## config.mk

```make
export PLATFORM = sky130hd
export DESIGN_NAME = priority_goal_conflict_arbiter_flat
export DESIGN_NICKNAME = d
export VERILOG_FILES = /design/src/hw/rtl/pgca_pkg.sv /design/src/hw/rtl/pgca_if.sv /design/src/hw/rtl/pgca_cell.sv /design/src/hw/rtl/priority_goal_conflict_arbiter.sv /design/src/flat_wrapper.sv
export VERILOG_INCLUDE_DIRS = /design/src /design/src/hw/rtl
export SDC_FILE = /design/constraint.sdc
export NUM_CORES = 1
export LEC_CHECK = 0
export BUFFER_PORTS_ARGS = -buffer_cell sky130_fd_sc_hd__buf_2
export CORE_MARGIN = 3
export CORE_UTILIZATION = 40
export CTS_CLUSTER_DIAMETER = 80
export DETAILED_ROUTE_END_ITERATION = 7
export PLACE_DENSITY = 0.57
export SYNTH_ARGS = -nofsm -noshare
export SYNTH_HDL_FRONTEND = slang
export SYNTH_SLANG_ARGS = --single-unit
```

## constraint.sdc

```tcl
create_clock -name clk -period 5.3 [get_ports clk]
set_clock_uncertainty 0.05 [all_clocks]
set_input_delay 1.06 -clock clk [delete_from_list [all_inputs] [get_ports clk]]
set_output_delay 1.06 -clock clk [all_outputs]
set_load 0.01 [all_outputs]
```

## src/hw/rtl/priority_goal_conflict_arbiter_macros.svh

```systemverilog
// Assertion macros for the priority goal conflict arbiter.
// Taken in by the top level with `include; no other dependencies.
`ifndef PRIORITY_GOAL_CONFLICT_ARBITER_MACROS_SVH
`define PRIORITY_GOAL_CONFLICT_ARBITER_MACROS_SVH

// same-cycle implication
`define PGCA_ASSERT_IMPL(label, clk, rst_n, ante, cons) \
  label: assert property (@(posedge clk) disable iff (!rst_n) (ante) |-> (cons)) \
    else $error("pgca assertion failed");

// next-cycle implication
`define PGCA_ASSERT_NEXT(label, clk, rst_n, ante, cons) \
  label: assert property (@(posedge clk) disable iff (!rst_n) (ante) |=> (cons)) \
    else $error("pgca assertion failed");

`endif

```

## src/hw/rtl/pgca_pkg.sv

```systemverilog
`timescale 1ns / 1ps
// Package for the priority goal conflict arbiter: constants, codes and
// the structs passed between the top level and the cell row. No dependencies.
package pgca_pkg;

  // default sizes
  localparam int MAX_GOALS_DEF     = 8;
  localparam int RESOURCE_BITS_DEF = 8;
  localparam int PRIORITY_BITS_DEF = 8;

  // fixed field widths
  localparam int FIELD_W    = 8;
  localparam int COUNT_W    = 4;
  localparam int TABLE_W    = 64;
  localparam int CFG_IDX_W  = 2;
  localparam int CFG_DATA_W = 64;

  // register indexes
  localparam logic [CFG_IDX_W-1:0] REG_GOAL_COUNT    = 2'd0;
  localparam logic [CFG_IDX_W-1:0] REG_PRIORITY_TAB  = 2'd1;
  localparam logic [CFG_IDX_W-1:0] REG_RESOURCE_TAB  = 2'd2;

  // opcodes
  localparam logic OP_TICK     = 1'b0;
  localparam logic OP_STOP_ALL = 1'b1;

  typedef enum logic [1:0] {
    ST_IDLE,
    ST_STEP,
    ST_DONE
  } state_t;

  // candidate record gathered along the cell row
  typedef struct packed {
    logic               hit;
    logic               run;
    logic               use_ok;
    logic [FIELD_W-1:0] prio;
    logic [FIELD_W-1:0] mask;
  } cand_t;

  // commands from the sequencer to every cell
  typedef struct packed {
    logic trim;
    logic load;
    logic stop_all;
    logic step;
    logic grant;
  } cell_ctl_t;

endpackage

```

## src/hw/rtl/pgca_if.sv

```systemverilog
`timescale 1ns / 1ps
// Valid/ready channel interfaces of the arbiter: input, result and config.
// Depends on pgca_pkg for field widths.
interface pgca_in_if;
  logic                          valid;
  logic                          ready;
  logic                          opcode;
  logic [pgca_pkg::FIELD_W-1:0]  may_continue;
  logic [pgca_pkg::FIELD_W-1:0]  may_start;

  modport source (output valid, output opcode, output may_continue, output may_start,
                  input ready);
  modport sink   (input valid, input opcode, input may_continue, input may_start,
                  output ready);
endinterface

interface pgca_out_if;
  logic                          valid;
  logic                          ready;
  logic [pgca_pkg::FIELD_W-1:0]  stopped_mask;
  logic [pgca_pkg::FIELD_W-1:0]  started_mask;
  logic [pgca_pkg::FIELD_W-1:0]  running_mask;

  modport source (output valid, output stopped_mask, output started_mask,
                  output running_mask, input ready);
  modport sink   (input valid, input stopped_mask, input started_mask,
                  input running_mask, output ready);
endinterface

interface pgca_cfg_if;
  logic                            valid;
  logic                            ready;
  logic [pgca_pkg::CFG_IDX_W-1:0]  index;
  logic [pgca_pkg::CFG_DATA_W-1:0] data;

  modport source (output valid, output index, output data, input ready);
  modport sink   (input valid, input index, input data, output ready);
endinterface

```

## src/hw/rtl/pgca_cell.sv

```systemverilog
`timescale 1ns / 1ps
// One goal slot of the arbiter row: holds the running, stopped and started
// bits and its visiting rank. Depends on pgca_pkg.
module pgca_cell #(
  parameter int PRIORITY_BITS = pgca_pkg::PRIORITY_BITS_DEF,
  parameter int RESOURCE_BITS = pgca_pkg::RESOURCE_BITS_DEF,
  parameter int SLOT_W        = 3
) (
  input  logic                      clk,
  input  logic                      rst_n,
  input  pgca_pkg::cell_ctl_t       ctl,
  input  logic                      active,
  input  logic                      keep,
  input  logic [PRIORITY_BITS-1:0]  prio,
  input  logic [RESOURCE_BITS-1:0]  mask,
  input  logic [SLOT_W-1:0]         rank_in,
  input  logic [SLOT_W-1:0]         pos,
  input  logic                      cont,
  input  logic                      use_in,
  input  pgca_pkg::cand_t           cand_in,
  output pgca_pkg::cand_t           cand_out,
  input  pgca_pkg::cand_t           cand_bc,
  input  logic                      blk_in,
  output logic                      blk_out,
  output logic                      sel,
  output logic                      run,
  output logic                      stopped,
  output logic                      started
);

  logic [SLOT_W-1:0]             rank_r;
  logic                          use_r;
  logic                          run_r, run_nxt;
  logic                          stop_r, stop_nxt;
  logic                          start_r, start_nxt;
  logic [pgca_pkg::FIELD_W-1:0]  prio_x;
  logic [pgca_pkg::FIELD_W-1:0]  mask_x;
  logic                          overlap;

  assign prio_x  = pgca_pkg::FIELD_W'(prio);
  assign mask_x  = pgca_pkg::FIELD_W'(mask);
  assign sel     = active && (rank_r == pos);
  assign overlap = |(mask_x & cand_bc.mask);

  // forward pass: the selected cell drops its record into the chain
  always_comb begin
    cand_out = cand_in;
    if (sel) begin
      cand_out.hit    = 1'b1;
      cand_out.run    = run_r;
      cand_out.use_ok = use_r;
      cand_out.prio   = prio_x;
      cand_out.mask   = mask_x;
    end
  end

  // second pass: a running, overlapping goal of no worse priority blocks
  assign blk_out = blk_in || (run_r && overlap && (prio_x <= cand_bc.prio));

  // slot state update
  always_comb begin
    run_nxt   = run_r;
    stop_nxt  = stop_r;
    start_nxt = start_r;
    if (ctl.trim && !keep) begin
      run_nxt = 1'b0;
    end
    if (ctl.load) begin
      start_nxt = 1'b0;
      if (ctl.stop_all) begin
        stop_nxt = run_r && active;
        run_nxt  = 1'b0;
      end else begin
        stop_nxt = run_r && active && !cont;
        run_nxt  = run_r && active && cont;
      end
    end
    if (ctl.step && ctl.grant) begin
      if (sel) begin
        run_nxt   = 1'b1;
        start_nxt = 1'b1;
      end else if (run_r && overlap) begin
        run_nxt  = 1'b0;
        stop_nxt = 1'b1;
      end
    end
  end

  always_ff @(posedge clk) begin
    if (!rst_n) begin
      run_r   <= 1'b0;
      stop_r  <= 1'b0;
      start_r <= 1'b0;
    end else begin
      run_r   <= run_nxt;
      stop_r  <= stop_nxt;
      start_r <= start_nxt;
    end
  end

  // rank follows config; start permission captured with the word
  always_ff @(posedge clk) begin
    rank_r <= rank_in;
    if (ctl.load) begin
      use_r <= use_in;
    end
  end

  assign run     = run_r;
  assign stopped = stop_r;
  assign started = start_r;

endmodule

```

## src/hw/rtl/priority_goal_conflict_arbiter.sv

```systemverilog
`timescale 1ns / 1ps
// Top level of the priority goal conflict arbiter: config registers, rank
// logic, sequencer and the row of pgca_cell. Depends on pgca_pkg, pgca_if, pgca_cell and the macros file.
//
//   channel  dir  handshake     payload
//   in_ch    in   valid/ready   opcode, may_continue, may_start
//   out_ch   out  valid/ready   stopped_mask, started_mask, running_mask
//   cfg_ch   in   valid/ready   index, data (always ready)
//
// A tick word first applies the continue masks, then walks the candidate
// through the cell row, slot by slot in priority order, and then loads the
// output register. A stop-all word, or a tick with no slot in use, skips the walk.
// Synchronous active-low reset clears the running bits and config registers.
// A new word is taken only once the previous result sits in the output
// register; a stalled output holds the sequencer in its final state.
module priority_goal_conflict_arbiter #(
  parameter int MAX_GOALS     = pgca_pkg::MAX_GOALS_DEF,
  parameter int RESOURCE_BITS = pgca_pkg::RESOURCE_BITS_DEF,
  parameter int PRIORITY_BITS = pgca_pkg::PRIORITY_BITS_DEF
) (
  input logic         clk,
  input logic         rst_n,
  pgca_in_if.sink     in_ch,
  pgca_out_if.source  out_ch,
  pgca_cfg_if.sink    cfg_ch
);

  `include "priority_goal_conflict_arbiter_macros.svh"

  localparam int SLOT_W = (MAX_GOALS > 1) ? $clog2(MAX_GOALS) : 1;
  localparam int CNT_W  = $clog2(MAX_GOALS + 1);

  // config registers
  logic [pgca_pkg::COUNT_W-1:0] gc_r;
  logic [pgca_pkg::TABLE_W-1:0] prio_tab_r;
  logic [pgca_pkg::TABLE_W-1:0] res_tab_r;

  logic                 cfg_fire;
  logic                 trim;
  logic [CNT_W-1:0]     n_act;
  logic [CNT_W-1:0]     n_new;
  logic [pgca_pkg::COUNT_W-1:0] gc_wr;

  assign cfg_ch.ready = 1'b1;
  assign cfg_fire     = cfg_ch.valid && cfg_ch.ready;
  assign trim         = cfg_fire && (cfg_ch.index == pgca_pkg::REG_GOAL_COUNT);
  assign gc_wr        = cfg_ch.data[pgca_pkg::COUNT_W-1:0];

  always_ff @(posedge clk) begin
    if (!rst_n) begin
      gc_r       <= '0;
      prio_tab_r <= '0;
      res_tab_r  <= '0;
    end else if (cfg_fire) begin
      case (cfg_ch.index)
        pgca_pkg::REG_GOAL_COUNT:   gc_r       <= gc_wr;
        pgca_pkg::REG_PRIORITY_TAB: prio_tab_r <= cfg_ch.data;
        pgca_pkg::REG_RESOURCE_TAB: res_tab_r  <= cfg_ch.data;
        default: ;
      endcase
    end
  end

  // count clamped to the slot count
  assign n_act = (gc_r > pgca_pkg::COUNT_W'(MAX_GOALS)) ? CNT_W'(MAX_GOALS)
                                                         : gc_r[CNT_W-1:0];
  assign n_new = (gc_wr > pgca_pkg::COUNT_W'(MAX_GOALS)) ? CNT_W'(MAX_GOALS)
                                                          : gc_wr[CNT_W-1:0];

  // per-slot views of the tables
  logic [MAX_GOALS-1:0]     active;
  logic [MAX_GOALS-1:0]     keep;
  logic [PRIORITY_BITS-1:0] prio [MAX_GOALS];
  logic [RESOURCE_BITS-1:0] mask [MAX_GOALS];
  logic [SLOT_W-1:0]        rank [MAX_GOALS];

  for (genvar s = 0; s < MAX_GOALS; s++) begin : g_slot
    logic [MAX_GOALS-1:0] ahead;
    assign active[s] = CNT_W'(s) < n_act;
    assign keep[s]   = CNT_W'(s) < n_new;
    assign prio[s]   = prio_tab_r[pgca_pkg::FIELD_W*s +: PRIORITY_BITS];
    assign mask[s]   = res_tab_r[pgca_pkg::FIELD_W*s +: RESOURCE_BITS];
    // visiting rank: slots in use ordered ahead of this one
    always_comb begin
      for (int k = 0; k < MAX_GOALS; k++) begin
        ahead[k] = active[k] && ((prio[k] < prio[s]) || ((prio[k] == prio[s]) && (k < s)));
      end
    end
    assign rank[s] = SLOT_W'($countones(ahead));
  end

  // sequencer
  pgca_pkg::state_t    state_r, state_nxt;
  logic [SLOT_W-1:0]   pos_r, pos_nxt;
  pgca_pkg::cell_ctl_t ctl;
  logic                in_fire;
  logic                out_free;
  logic                last_pos;
  logic                grant;
  logic                out_valid_r;

  assign in_ch.ready = (state_r == pgca_pkg::ST_IDLE);
  assign in_fire     = in_ch.valid && in_ch.ready;
  assign out_free    = !out_valid_r || out_ch.ready;
  assign last_pos    = (pos_r == SLOT_W'(n_act - CNT_W'(1)));

  // next state
  always_comb begin
    state_nxt = state_r;
    case (state_r)
      pgca_pkg::ST_IDLE: begin
        if (in_fire) begin
          if ((in_ch.opcode == pgca_pkg::OP_STOP_ALL) || (n_act == '0)) begin
            state_nxt = pgca_pkg::ST_DONE;
          end else begin
            state_nxt = pgca_pkg::ST_STEP;
          end
        end
      end
      pgca_pkg::ST_STEP: begin
        if (last_pos) begin
          state_nxt = pgca_pkg::ST_DONE;
        end
      end
      pgca_pkg::ST_DONE: begin
        if (out_free) begin
          state_nxt = pgca_pkg::ST_IDLE;
        end
      end
      default: state_nxt = pgca_pkg::ST_IDLE;
    endcase
  end

  // sequencer outputs
  always_comb begin
    ctl          = '0;
    ctl.trim     = trim;
    ctl.stop_all = (in_ch.opcode == pgca_pkg::OP_STOP_ALL);
    ctl.grant    = grant;
    pos_nxt      = pos_r;
    case (state_r)
      pgca_pkg::ST_IDLE: begin
        ctl.load = in_fire;
        pos_nxt  = '0;
      end
      pgca_pkg::ST_STEP: begin
        ctl.step = 1'b1;
        pos_nxt  = pos_r + SLOT_W'(1);
      end
      pgca_pkg::ST_DONE: ;
      default: ;
    endcase
  end

  always_ff @(posedge clk) begin
    if (!rst_n) begin
      state_r <= pgca_pkg::ST_IDLE;
      pos_r   <= '0;
    end else begin
      state_r <= state_nxt;
      pos_r   <= pos_nxt;
    end
  end

  // cell row
  pgca_pkg::cand_t      cand_chain [MAX_GOALS+1];
  logic [MAX_GOALS:0]   blk_chain;
  pgca_pkg::cand_t      cand_bc;
  logic [MAX_GOALS-1:0] sel_vec;
  logic [MAX_GOALS-1:0] run_vec;
  logic [MAX_GOALS-1:0] stop_vec;
  logic [MAX_GOALS-1:0] start_vec;

  assign cand_chain[0] = '0;
  assign blk_chain[0]  = 1'b0;
  assign cand_bc       = cand_chain[MAX_GOALS];
  assign grant         = cand_bc.hit && !cand_bc.run && cand_bc.use_ok
                         && !blk_chain[MAX_GOALS];

  for (genvar s = 0; s < MAX_GOALS; s++) begin : g_cell
    pgca_cell #(
      .PRIORITY_BITS (PRIORITY_BITS),
      .RESOURCE_BITS (RESOURCE_BITS),
      .SLOT_W        (SLOT_W)
    ) u_cell (
      .clk      (clk),
      .rst_n    (rst_n),
      .ctl      (ctl),
      .active   (active[s]),
      .keep     (keep[s]),
      .prio     (prio[s]),
      .mask     (mask[s]),
      .rank_in  (rank[s]),
      .pos      (pos_r),
      .cont     (in_ch.may_continue[s]),
      .use_in   (in_ch.may_start[s]),
      .cand_in  (cand_chain[s]),
      .cand_out (cand_chain[s+1]),
      .cand_bc  (cand_bc),
      .blk_in   (blk_chain[s]),
      .blk_out  (blk_chain[s+1]),
      .sel      (sel_vec[s]),
      .run      (run_vec[s]),
      .stopped  (stop_vec[s]),
      .started  (start_vec[s])
    );
  end

  // output register
  logic [pgca_pkg::FIELD_W-1:0] stop_out_r;
  logic [pgca_pkg::FIELD_W-1:0] start_out_r;
  logic [pgca_pkg::FIELD_W-1:0] run_out_r;
  logic                         out_load;

  assign out_load = (state_r == pgca_pkg::ST_DONE) && out_free;

  always_ff @(posedge clk) begin
    if (!rst_n) begin
      out_valid_r <= 1'b0;
    end else if (out_load) begin
      out_valid_r <= 1'b1;
    end else if (out_ch.ready) begin
      out_valid_r <= 1'b0;
    end
  end

  always_ff @(posedge clk) begin
    if (out_load) begin
      stop_out_r  <= pgca_pkg::FIELD_W'(stop_vec);
      start_out_r <= pgca_pkg::FIELD_W'(start_vec);
      run_out_r   <= pgca_pkg::FIELD_W'(run_vec);
    end
  end

  assign out_ch.valid        = out_valid_r;
  assign out_ch.stopped_mask = stop_out_r;
  assign out_ch.started_mask = start_out_r;
  assign out_ch.running_mask = run_out_r;

  // checks; ranks are registered from the config registers, so the one-hot
  // check only applies while the row is being walked
  `PGCA_ASSERT_IMPL(a_started_still_run, clk, rst_n, out_valid_r, (start_out_r & ~run_out_r) == '0)
  `PGCA_ASSERT_IMPL(a_one_candidate, clk, rst_n, state_r == pgca_pkg::ST_STEP, $onehot0(sel_vec))
  `PGCA_ASSERT_IMPL(a_step_has_cand, clk, rst_n, state_r == pgca_pkg::ST_STEP, cand_bc.hit)
  `PGCA_ASSERT_NEXT(a_result_shown, clk, rst_n, out_load, out_valid_r)

endmodule

```

## src/flat_wrapper.sv

```systemverilog
// flat-port wrapper written by rule: the top's interface ports become plain ports
module priority_goal_conflict_arbiter_flat 
#(
  parameter int MAX_GOALS     = pgca_pkg::MAX_GOALS_DEF,
  parameter int RESOURCE_BITS = pgca_pkg::RESOURCE_BITS_DEF,
  parameter int PRIORITY_BITS = pgca_pkg::PRIORITY_BITS_DEF
)
  (clk, rst_n, in_ch_valid, in_ch_opcode, in_ch_may_continue, in_ch_may_start, in_ch_ready, out_ch_valid, out_ch_stopped_mask, out_ch_started_mask, out_ch_running_mask, out_ch_ready, cfg_ch_valid, cfg_ch_index, cfg_ch_data, cfg_ch_ready);
  pgca_in_if in_ch_i ();
  pgca_out_if out_ch_i ();
  pgca_cfg_if cfg_ch_i ();
  input logic clk;
  input logic rst_n;
  input wire logic [$bits(in_ch_i.valid)-1:0] in_ch_valid;
  input wire logic [$bits(in_ch_i.opcode)-1:0] in_ch_opcode;
  input wire logic [$bits(in_ch_i.may_continue)-1:0] in_ch_may_continue;
  input wire logic [$bits(in_ch_i.may_start)-1:0] in_ch_may_start;
  output wire logic [$bits(in_ch_i.ready)-1:0] in_ch_ready;
  output wire logic [$bits(out_ch_i.valid)-1:0] out_ch_valid;
  output wire logic [$bits(out_ch_i.stopped_mask)-1:0] out_ch_stopped_mask;
  output wire logic [$bits(out_ch_i.started_mask)-1:0] out_ch_started_mask;
  output wire logic [$bits(out_ch_i.running_mask)-1:0] out_ch_running_mask;
  input wire logic [$bits(out_ch_i.ready)-1:0] out_ch_ready;
  input wire logic [$bits(cfg_ch_i.valid)-1:0] cfg_ch_valid;
  input wire logic [$bits(cfg_ch_i.index)-1:0] cfg_ch_index;
  input wire logic [$bits(cfg_ch_i.data)-1:0] cfg_ch_data;
  output wire logic [$bits(cfg_ch_i.ready)-1:0] cfg_ch_ready;
  assign in_ch_i.valid = in_ch_valid;
  assign in_ch_i.opcode = in_ch_opcode;
  assign in_ch_i.may_continue = in_ch_may_continue;
  assign in_ch_i.may_start = in_ch_may_start;
  assign in_ch_ready = in_ch_i.ready;
  assign out_ch_valid = out_ch_i.valid;
  assign out_ch_stopped_mask = out_ch_i.stopped_mask;
  assign out_ch_started_mask = out_ch_i.started_mask;
  assign out_ch_running_mask = out_ch_i.running_mask;
  assign out_ch_i.ready = out_ch_ready;
  assign cfg_ch_i.valid = cfg_ch_valid;
  assign cfg_ch_i.index = cfg_ch_index;
  assign cfg_ch_i.data = cfg_ch_data;
  assign cfg_ch_ready = cfg_ch_i.ready;
  priority_goal_conflict_arbiter #(.MAX_GOALS(MAX_GOALS), .RESOURCE_BITS(RESOURCE_BITS), .PRIORITY_BITS(PRIORITY_BITS)) u_core (.clk(clk), .rst_n(rst_n), .in_ch(in_ch_i), .out_ch(out_ch_i), .cfg_ch(cfg_ch_i));
endmodule
```

# Word level (Yosys, flattened, before mapping)
# Index checks and enable logic that the tools add are counted.
# op_classes
bitwise	8
n_mux	132
n_eq_ne	44
reduce_logical	200
magnitude_cmp	90
add_sub_neg	58
# ops
cell	n
$lt A8 B8 Y1	64
$eq A8 B8 Y1	28
$mux W19	8
$logic_and A1 B1 Y1	127
$mux W1	116
$add A3 B3 Y3	24
$add A1 B1 Y2	32
$and A8 B8 Y8	8
$le A8 B8 Y1	8
$reduce_or A8 Y1	8
$logic_or A1 B1 Y1	37
$lt A3 B4 Y1 const A	8
$eq A3 B3 Y1	9
$logic_not A1 Y1	19
$lt A1 B4 Y1 const A	4
$lt A2 B4 Y1 const A	4
$gt A4 B4 Y1 const B	2
$mux W2	4
$mux W4	2
$pmux W2 S3	1
$pmux W3 S2	1
$reduce_and A2 Y1	3
$eq A2 B1 Y1 const B	2
$eq A2 B2 Y1 const B	2
8 further kinds	11
# totals
ff_bits	218
input_bits	88
wordCells	581
output_inout_bits	27

# Longest topological paths before layout
# depth
ltp_word	27
depth_mapped	30

# Cells and area by module
# A second synthesis with hierarchy kept.
# unflattened
cells_unflattened	2114
hier_area_um2	19039.5
# by_module_without_submodules
module	area_per_inst_um2	cells_per_inst	instances	seq_area_each_um2
priority_goal_conflict_arbiter	12483.2	1418	1	3483.3
pgca_cell	819.5	87	8	150.1

# Least setup slack after synthesis
# Ideal clock, no wire load.
# synth_timing
path_kind	register to register
startpoint	register u_core.gc_r[3] (netlist name)
endpoint	register u_core.g_cell[2].u_cell.run_r
path_stages_with_launch	30
slack_ns	-0.022
arrival_time_ns	5.155
n_path_buf	6
required_ns	5.133
setup_time_ns	0.117
period_less_slack_ns	5.322
cell_sequence	dfxtp_1 > buf_4 > buf_1 > inv_1 > nand2_1 > ha_1 > ha_1 > o21bai_2 > or4_1 > buf_2 > buf_6 > clkbuf_1 > o211ai_1 > o211ai_1 > o211ai_1 > o211ai_1 > o21ai_0 > ha_1 > nor2b_1 > o21a_1 > o21ai_0 > nand2b_1 > a21oi_1 > o21ai_0 > a21boi_0 > a21boi_0 > a2111oi_4 > and2_1 > buf_2 > a32o_1
# synth_via
elab_chain_cells	27
# synth_rtl
item	line	rtl
start, declared	priority_goal_conflict_arbiter.sv:34	logic [pgca_pkg::COUNT_W-1:0] gc_r;
start signal, assigned	priority_goal_conflict_arbiter.sv:56	pgca_pkg::REG_GOAL_COUNT: gc_r <= gc_wr;
$gt A4 B4 Y1	priority_goal_conflict_arbiter.sv:65	assign n_act = (gc_r > pgca_pkg::COUNT_W'(MAX_GOALS)) ? CNT_W'(MAX_GOALS)
$mux W4 *	priority_goal_conflict_arbiter.sv:65	
parallel branches: the longest is 24 deep, another holds $le A8 B8 Y1	n/a	
$mux W1 *	pgca_cell.sv:78	if (ctl.step && ctl.grant) begin
end signal, assigned	pgca_cell.sv:95	run_r <= run_nxt;
end, declared	pgca_cell.sv:33	logic run_r, run_nxt;
# Every way passes the cells marked *.
# A chain may end at the register's enable or synchronous reset.

# Worst setup path in the final report
# layout_timing
startpoint	register u_core.gc_r[3] (netlist name)
endpoint	register u_core.g_cell[7].u_cell.run_r
# layout_via
elab_chain_cells	27
# layout_rtl
item	line
$gt A4 B4 Y1	priority_goal_conflict_arbiter.sv:65
$mux W4 *	priority_goal_conflict_arbiter.sv:65
parallel branches: the longest is 24 deep, another holds $le A8 B8 Y1	n/a
$mux W1 *	pgca_cell.sv:78
end signal, assigned	pgca_cell.sv:95
end, declared	pgca_cell.sv:33
# Marks and branches as above.

==> impl_metrics.env <==
export IMPL_outcome="completed"
export IMPL_wl_um=68900
export IMPL_synth_mux_area_share_pct=1.09
export IMPL_start_kind="flop"
export IMPL_slowest_delay_ps=630
export IMPL_p_leak_nw=8.73
export IMPL_clk_pin_slew_ps=60
export IMPL_root_buffer="clkbuf_16"
export IMPL_cts_buffers=25
export IMPL_fillers=4265
export IMPL_drv_cap=0
export IMPL_diodes=0
export IMPL_cp_arrival_ps=5450
export IMPL_drive_above_1_share_pct=12.7
export IMPL_start_util_pct=40.5
export IMPL_drt_antenna_violating_nets=0
export IMPL_syn_num_nets=2531
export IMPL_ir_drop_mv=0.271
export IMPL_endpoint_kind="flop"
export IMPL_fin_nets=2681
export IMPL_synthFlopType="dfxtp_1"
export IMPL_overflow=0
export IMPL_synthToLayoutAreaGrowth_pct=14.5
export IMPL_dr_first_iter_drc_count=1652
export IMPL_io_pins=115
export IMPL_grt_pass1_wl_um=102000
export IMPL_synth_edf_count=32
export IMPL_power_total_mw=5.24
export IMPL_hp_class="reg -> reg"
export IMPL_period_share_pct=95.4
export IMPL_fin_crit_ps=5060
export IMPL_ys_seq_elements=218
export IMPL_cp_slowest_cell="or4_4"
export IMPL_setup_slack_ps=241
export IMPL_place_hpwl_um=54100
export IMPL_cts_hold_buf=0
export IMPL_avgViaCountPerCell=5.95
export IMPL_clock_sinks=218
export IMPL_groute_usage_overall_pct=28.9
export IMPL_num_rows=76
export IMPL_chipWidth_um=215
export IMPL_drv_slew=0
export IMPL_crit_buf_inv=3
export IMPL_clock_latency_ps=560
export IMPL_portBuffers=113
export IMPL_worst_pin_slew_ps=1200
export IMPL_ys_warnings_count=0
export IMPL_rsz0062_at_grt="false"
export IMPL_yosysUniqueCellTypes=75
export IMPL_crit_family="compound AO/OA/AOI/OAI gates"
export IMPL_required_ps=5690
export IMPL_vias=16928
export IMPL_synth_xor_area_share_pct=2.10
export IMPL_design_die_area_sq_um=46300
export IMPL_setup_viol=0
export IMPL_dieHeight_um=215
export IMPL_drc_errors=0
export IMPL_cts_buffer_depth=3
export IMPL_place_gp_congestion=0.955
export IMPL_synth_avg_cell_area_sq_um=8.38
export IMPL_first_global_vias=16377
export IMPL_wl_per_cell_um=24.2
export IMPL_core_sq_um=43200
export IMPL_grt_start_max_net_pins=80
export IMPL_htree_levels=1
export IMPL_synthesis_instances=2089
export IMPL_yosys_area_share_simple_pct=17.7
export IMPL_path_cells="inv_1, nand2_1, ha_1, ha_1, o21bai_2, or4_4, buf_4, o211ai_1, o211ai_1, o211ai_1, o21ai_0, buf_4, ha_1, a21o_1, a21o_1, a21oi_1, o21ai_0, o21ai_0, nand2_1, a31oi_1, a2111oi_4, and2_1, a32o_1"
export IMPL_dr_pass1_iters=6
export IMPL_crit_fanout=11
export IMPL_antenna_found_initial=1
export IMPL_synth_top_family_by_area="adder cells"
export IMPL_maxSlewHeadroom_pct=19.6
export IMPL_synthArstFlopShare_pct=0
export IMPL_synth_seq_area_share_pct=26.8
export IMPL_dp_slack_ps=-72.7
export IMPL_yosys_area_share_adder_pct=26.0
export IMPL_p_per_area_nw_per_um2=261
export IMPL_hold_viol=0
export IMPL_synth_compound_area_share_pct=21.2
export IMPL_fmax_mhz=198
export IMPL_cts_tree="yes"
export IMPL_crit_type="reg -> reg"
export IMPL_synth_area_sq_um=17500
==> synth_stat cells, types with 43 or more instances <==
library cell	n	area share (%)
a21o_1	48	2.1
a21oi_1	235	6.7
clkbuf_1	56	1.2
dfxtp_1	186	21
ha_1	337	24
inv_1	120	2.6
nand2_1	300	6.4
nand4_1	52	1.9
nor2_1	108	2.3
nor2b_1	54	1.9
o21a_1	43	1.8
o21ai_0	95	2.7
==> area by class of cell <==
cell class / count / area (sq um) / share of cell area (%)
clock buffer: 31 / 678 / 3.38
clock inverter: 15 / 129 / 0.643
inverter: 121 / 457 / 2.28
multi-input combinational: 1657 / 12000 / 59.9
sequential: 218 / 4680 / 23.4
tap: 585 / 732 / 3.65
timing repair buffer: 216 / 1350 / 6.73
==> through the flow <==
| stage | utilization [%] | setup TNS [ps] | area, sq um | hold slack [ps] | cells |
|---|---|---|---|---|---|
| floorplan | - | 0 | 17500 | 358 | 2089 |
| detailed placement | 44.4 | -78.9 | 19200 | 371 | 2796 |
| finish | 46.4 | 0 | 20000 | 384 | 2843 |
| CTS | 46.3 | 0 | 20000 | 384 | 2843 |
| global route | 46.4 | 0 | 20000 | 396 | 2843 |
| global placement | 44.4 | -31.0 | 19200 | 371 | 2796 |
==> flip-flops by register name, summed over array words and instances, names as in the netlist, 2 cells and up <==
signal,count
u_core.prio_tab_r,64
u_core.res_tab_r,64
u_core.g_cell.u_cell.rank_r,24
u_core.g_cell.u_cell.run,8
u_core.g_cell.u_cell.started,8
u_core.g_cell.u_cell.stopped,8
u_core.g_cell.u_cell.use_r,8
u_core.out_ch.running_mask,8
u_core.out_ch.started_mask,8
u_core.out_ch.stopped_mask,8
u_core.gc_r,4
u_core.pos_r,3
u_core.state_r,2
==> timing repair <==
item,4_1_cts,5_1_grt
endpoints found under the setup margin,14,24
endpoints found under the hold margin,0,0
buffers inserted,1,0
pin swaps,1,3
gates resized for setup,1,11
==> cells by family (layout without fill, tap and decap cells) <==
family | after synthesis | in the layout
AND/OR/NAND/NOR | 656 | 656
AO/OA/AOI/OAI | 585 | 585
adder cells (fa/ha/maj) | 354 | 354
flip-flops | 218 | 218
buffers and inverters | 214 | 383
XOR/XNOR | 42 | 42
multiplexers | 19 | 19
other | 1 | 1
==> per-layer routing <==
layer	GRT usage, %	vias up	share of wire, %
met4	9.17	0	3.8
met2	45.4	780	44
met5	0	-	0
met1	40.6	8170	44
li1	-	7833	-
met3	4.51	145	8.8
==> final timing paths <==
path	from	endpoint	slack [ps]	depth (start not counted)
max reg2reg	u_core.gc_r[3]	u_core.g_cell[7].u_cell.run	240	23
max	u_core.gc_r[3]	u_core.g_cell[7].u_cell.run	240	23
min	u_core.g_cell[7].u_cell.started	u_core.out_ch.started_mask[7]	380	0
min reg2reg	u_core.g_cell[7].u_cell.started	u_core.out_ch.started_mask[7]	380	0
==> layout by cell type (no fill, tap or decap), drive strengths merged, types with 39 or more instances in the layout <==
cell type / synthesis / layout
a21o: 48 / 48
nor2b: 54 / 54
inv: 120 / 122
ha: 337 / 337
nor2: 108 / 108
nand2: 300 / 300
o211ai: 39 / 39
buf: 37 / 216
dfxtp: 186 / 186
o21a: 43 / 43
a21oi: 236 / 236
nand4: 52 / 52
o21ai: 106 / 106
==> power breakdown <==
| part | switching [mW] | internal (mW) | total (mW) |
|---|---|---|---|
| Combinational | 1.03 | 0.650 | 1.68 |
| Sequential | 0.0835 | 1.77 | 1.86 |
| Clock | 0.733 | 0.967 | 1.70 |
Power figures use the tool's default switching activity.
